[config.mk]
export PLATFORM = sky130hd
export DESIGN_NAME = kwbt_cell
export DESIGN_NICKNAME = d
export VERILOG_FILES = /design/src/design/kwbt_pkg.sv /design/src/design/kwbt_cell.sv
export SDC_FILE = /design/constraint.sdc
export NUM_CORES = 1
export LEC_CHECK = 0
export BUFFER_PORTS_ARGS = -buffer_cell sky130_fd_sc_hd__clkbuf_2
export CORE_AREA = 2 2 127 129
export DETAILED_ROUTE_END_ITERATION = 10
export DIE_AREA = 0 0 129 131
export GPL_TIMING_DRIVEN = 0
export PLACE_DENSITY_LB_ADDON = 0.15
export SLEW_MARGIN = 20
export SYNTH_ARGS = -nofsm -noshare
export SYNTH_HDL_FRONTEND = slang
export SYNTH_SLANG_ARGS = --single-unit
[constraint.sdc]
create_clock -name aclk -period 2.1 [get_ports aclk]
set_input_delay 0.42 -clock aclk [delete_from_list [all_inputs] [get_ports aclk]]
set_output_delay 0.42 -clock aclk [all_outputs]
set_load 0.1 [all_outputs]
[src/design/kwbt_pkg.sv]
// ----------------------------------------------------------------------------
// kwbt_pkg
// Shared types and constants for the keyed write buffer table.
// ----------------------------------------------------------------------------
package kwbt_pkg;

    localparam int CAPACITY_DEF     = 32;
    localparam int PAYLOAD_BITS_DEF = 64;
    localparam int KEY_BITS         = 32;
    localparam int COUNT_OUT_BITS   = 6;

    typedef enum logic [1:0] {
        OP_WRITE  = 2'd0,
        OP_REMOVE = 2'd1,
        OP_LOOKUP = 2'd2,
        OP_DRAIN  = 2'd3
    } op_t;

    typedef enum logic [2:0] {
        ST_UPDATED     = 3'd0,
        ST_INSERTED    = 3'd1,
        ST_DROPPED     = 3'd2,
        ST_REMOVED     = 3'd3,
        ST_REMOVE_MISS = 3'd4,
        ST_HIT         = 3'd5,
        ST_MISS        = 3'd6
    } status_t;

    // per-cell control from the sequencer
    typedef struct packed {
        logic ld_key;
        logic ld_pay;
        logic shift;
    } cell_ctrl_t;

endpackage

[src/design/kwbt_cell.sv]
// ----------------------------------------------------------------------------
// kwbt_cell
// One table slot: holds a key and payload, compares the key against the
// broadcast key, and takes its neighbour's contents when the row shifts.
// ----------------------------------------------------------------------------
module kwbt_cell #(
    parameter int PAYLOAD_BITS = kwbt_pkg::PAYLOAD_BITS_DEF
) (
    input  logic                          aclk,
    input  kwbt_pkg::cell_ctrl_t          ctrl,
    input  logic [kwbt_pkg::KEY_BITS-1:0] cmp_key,
    input  logic [kwbt_pkg::KEY_BITS-1:0] wr_key,
    input  logic [PAYLOAD_BITS-1:0]       wr_pay,
    input  logic [kwbt_pkg::KEY_BITS-1:0] nb_key,
    input  logic [PAYLOAD_BITS-1:0]       nb_pay,
    output logic [kwbt_pkg::KEY_BITS-1:0] key_out,
    output logic [PAYLOAD_BITS-1:0]       pay_out,
    output logic                          match
);
    import kwbt_pkg::*;

    logic [KEY_BITS-1:0]     key_reg, key_next;
    logic [PAYLOAD_BITS-1:0] pay_reg, pay_next;

    always_comb begin
        key_next = key_reg;
        pay_next = pay_reg;
        if (ctrl.shift) begin
            key_next = nb_key;
            pay_next = nb_pay;
        end else begin
            if (ctrl.ld_key) begin
                key_next = wr_key;
            end
            if (ctrl.ld_pay) begin
                pay_next = wr_pay;
            end
        end
    end

    always_ff @(posedge aclk) begin
        key_reg <= key_next;
        pay_reg <= pay_next;
    end

    assign key_out = key_reg;
    assign pay_out = pay_reg;
    assign match   = (key_reg == cmp_key);

endmodule

==> results.json <==
{
  "antenna_found_initial": 0,
  "p_total_mw": 6.42,
  "p_int_mw": 3.77,
  "place_ws_ps": -355,
  "p_per_area_mw_per_mm2": 951,
  "slew_headroom_pct": 51.6,
  "violations": "negative setup slack",
  "multi_input_area_mm2": 0.00154,
  "ys_seq_area_share_pct": 64.5,
  "ys_seq_elements": 96,
  "cts_hold_buf": 0,
  "wirelength_um": 13100,
  "cts_sinks": 96,
  "rsz0062_at_grt": "true",
  "clockRootBuffer": "clkbuf_16",
  "cts_max_level": 3,
  "switchingPower_mw": 2.65,
  "rows": 46,
  "status": "finished, violations left",
  "synth_fp_nets": 476,
  "routed-via-count": 3405,
  "start_kind": "flop",
  "path_class": "flop to output port",
  "synth-compound-area-share_pct": 0,
  "clock_path_buffers": 2,
  "setup_viol": 1,
  "fin_cells": 807,
  "die_y_um": 131,
  "area_growth_pct": 51.0,
  "drive_above_1_share_pct": 77.3,
  "grt-ovfl-total": 0,
  "grt_pass1_wl_um": 18400,
  "hold_path.class": "primary input to flop",
  "endpoint_kind": "output port",
  "critPathMaxFanout": 2,
  "fin_crit_sh_pct": 107,
  "muxShareOfSynthArea_pct": 25.7,
  "cp.arrival_ps": 1830,
  "final_common_cell": "clkbuf_2",
  "synth.distinct_cells": 10,
  "finish.utilization_pct": 43.3,
  "ant_nets": 0,
  "wl_per_cell_um": 16.3,
  "ios": 325,
  "synth_top_family_by_area": "multiplexers",
  "synth_cells": 248,
  "synth_fa_ha_area_share_pct": 0,
  "track_usage_pct": 15.0,
  "initial_core_util_pct": 28.7,
  "syn_avg_cell_area_um2": 18.0,
  "regArea_mm2": 0.00288,
  "power_frac_clock_pct": 25.6,
  "combPwrFrac_pct": 36.3,
  "power_frac_seq_pct": 38.1,
  "grt_max_degree": 44,
  "ys_warn_count": 0,
  "drt_pass1_iterations": 4,
  "drt_iter0_drc": 78,
  "cts_tree": "yes",
  "io_buffers": 323,
  "max_slew.worst_pin.slew_ps": 726,
  "switching_share_pct": 41.3,
  "cap_violations": 0,
  "place_inst": 788,
  "fill_cells": 1496,
  "nets": 814,
  "cts_buffers": 9,
  "grt_pass1_vias": 3470,
  "core_area_mm2": 0.0156,
  "final_cell_mix": "clkbuf_2 (322), edfxtp_1 (96), mux2_2 (78)",
  "netlist_area_mm2": 0.00447,
  "vdd_drop_max_mv": 0.404,
  "die_area_mm2": 0.0169,
  "gp_congestion": 0.766,
  "route.detailed.drc": 0,
  "synth_xor_area_share_pct": 6.27,
  "fmax_mhz": 444,
  "fin_ws_ps": -154,
  "diodes": 0,
  "vias_per_cell": 4.22,
  "synth-simple-area-share_pct": 1.76,
  "crit_required_ps": 1680,
  "finalCriticalPeriod_ps": 2250,
  "finalHoldViolations": 0,
  "die_w_um": 129,
  "path_clk_slew_ps": 70,
  "leakagePower_nw": 3.14,
  "maxSlewViolCount": 0,
  "dp.final_hpwl_um": 10700
}
==> flip-flops by register name, indices dropped and copies added (netlist names) <==
signal and flops:
pay_out 64, key_out 32
==> final cells by class <==
class,count,share of cell area [%]
Tap cell,216,4.00
Clock inverter,7,1.06
Multi-Input combinational cell,141,22.9
Timing Repair Buffer,327,24.9
Clock buffer,9,3.34
Sequential cell,96,42.7
Buffer,11,1.19
==> kinds of logic after synthesis <==
| family | count (synthesis) |
|---|---|
| xor gates and xnor gates | 32 |
| buffers and inverters | 11 |
| DFF | 96 |
| muxes | 96 |
| and+or+nand+nor | 13 |
==> cell usage after synthesis, drive strengths merged <==
cell    instances  share of area [%]
buf            11                1.8
edfxtp         96                 64
mux2           96                 26
nand4           2               0.28
nor2            1              0.084
nor4            8                1.1
or2             2               0.28
xor2           32                6.3
==> power by group through the flow <==
| stage | Sequential [mW] | Clock (mW) | Combinational [mW] |
|---|---|---|---|
| 6_report | 2.45 | 1.64 | 2.33 |
| 2_1_floorplan | 4.01 | 0 | 0.299 |
| 3_3_place_gp | 2.49 | 0 | 2.32 |
| 5_1_grt | 2.47 | 1.77 | 2.42 |
| 4_1_cts | 2.45 | 1.70 | 2.35 |
| 3_5_place_dp | 2.49 | 0 | 2.33 |
==> repair_timing <==
item,in CTS,in global routing
resized for setup,7,0
endpoints found under the setup margin,1,1
pin swaps,4,2
gates cloned,0,0
buffers inserted,2,1
==> worst max-delay path, cell delays in order, from the launching register on <==
cell and delay, ps:
edfxtp_1 420, xor2_1 180, nor4_2 350, nand4_1 200, nor2_4 130, clkbuf_16 200
==> path summary, 6_finish.rpt <==
kind	from	to	cells after the start	slack, ps
max	key_out[23]	match	5	-150
min	nb_pay[34]	pay_out[34]	2	370
==> through the flow <==
stage	instance area [um^2]	TNS [ps]	hold WS, ps
6_report	6750	-154	372
5_1_grt	6750	-271	351
4_1_cts	6740	-206	351
3_5_place_dp	6390	-355	725
3_3_place_gp	6360	-29630	721
2_1_floorplan	4480	-368	637
==> per-layer routing <==
metal / GRT usage (%) / share of wire (%) / vias to the layer above
met5: 0 / 0 / -
li1: - / - / 1629
met2: 27.2 / 53 / 201
met1: 15.5 / 35 / 1561
met3: 5.62 / 9.9 / 14
met4: 6.59 / 1.8 / 0
Note: power is estimated with default switching activity, not from simulation.
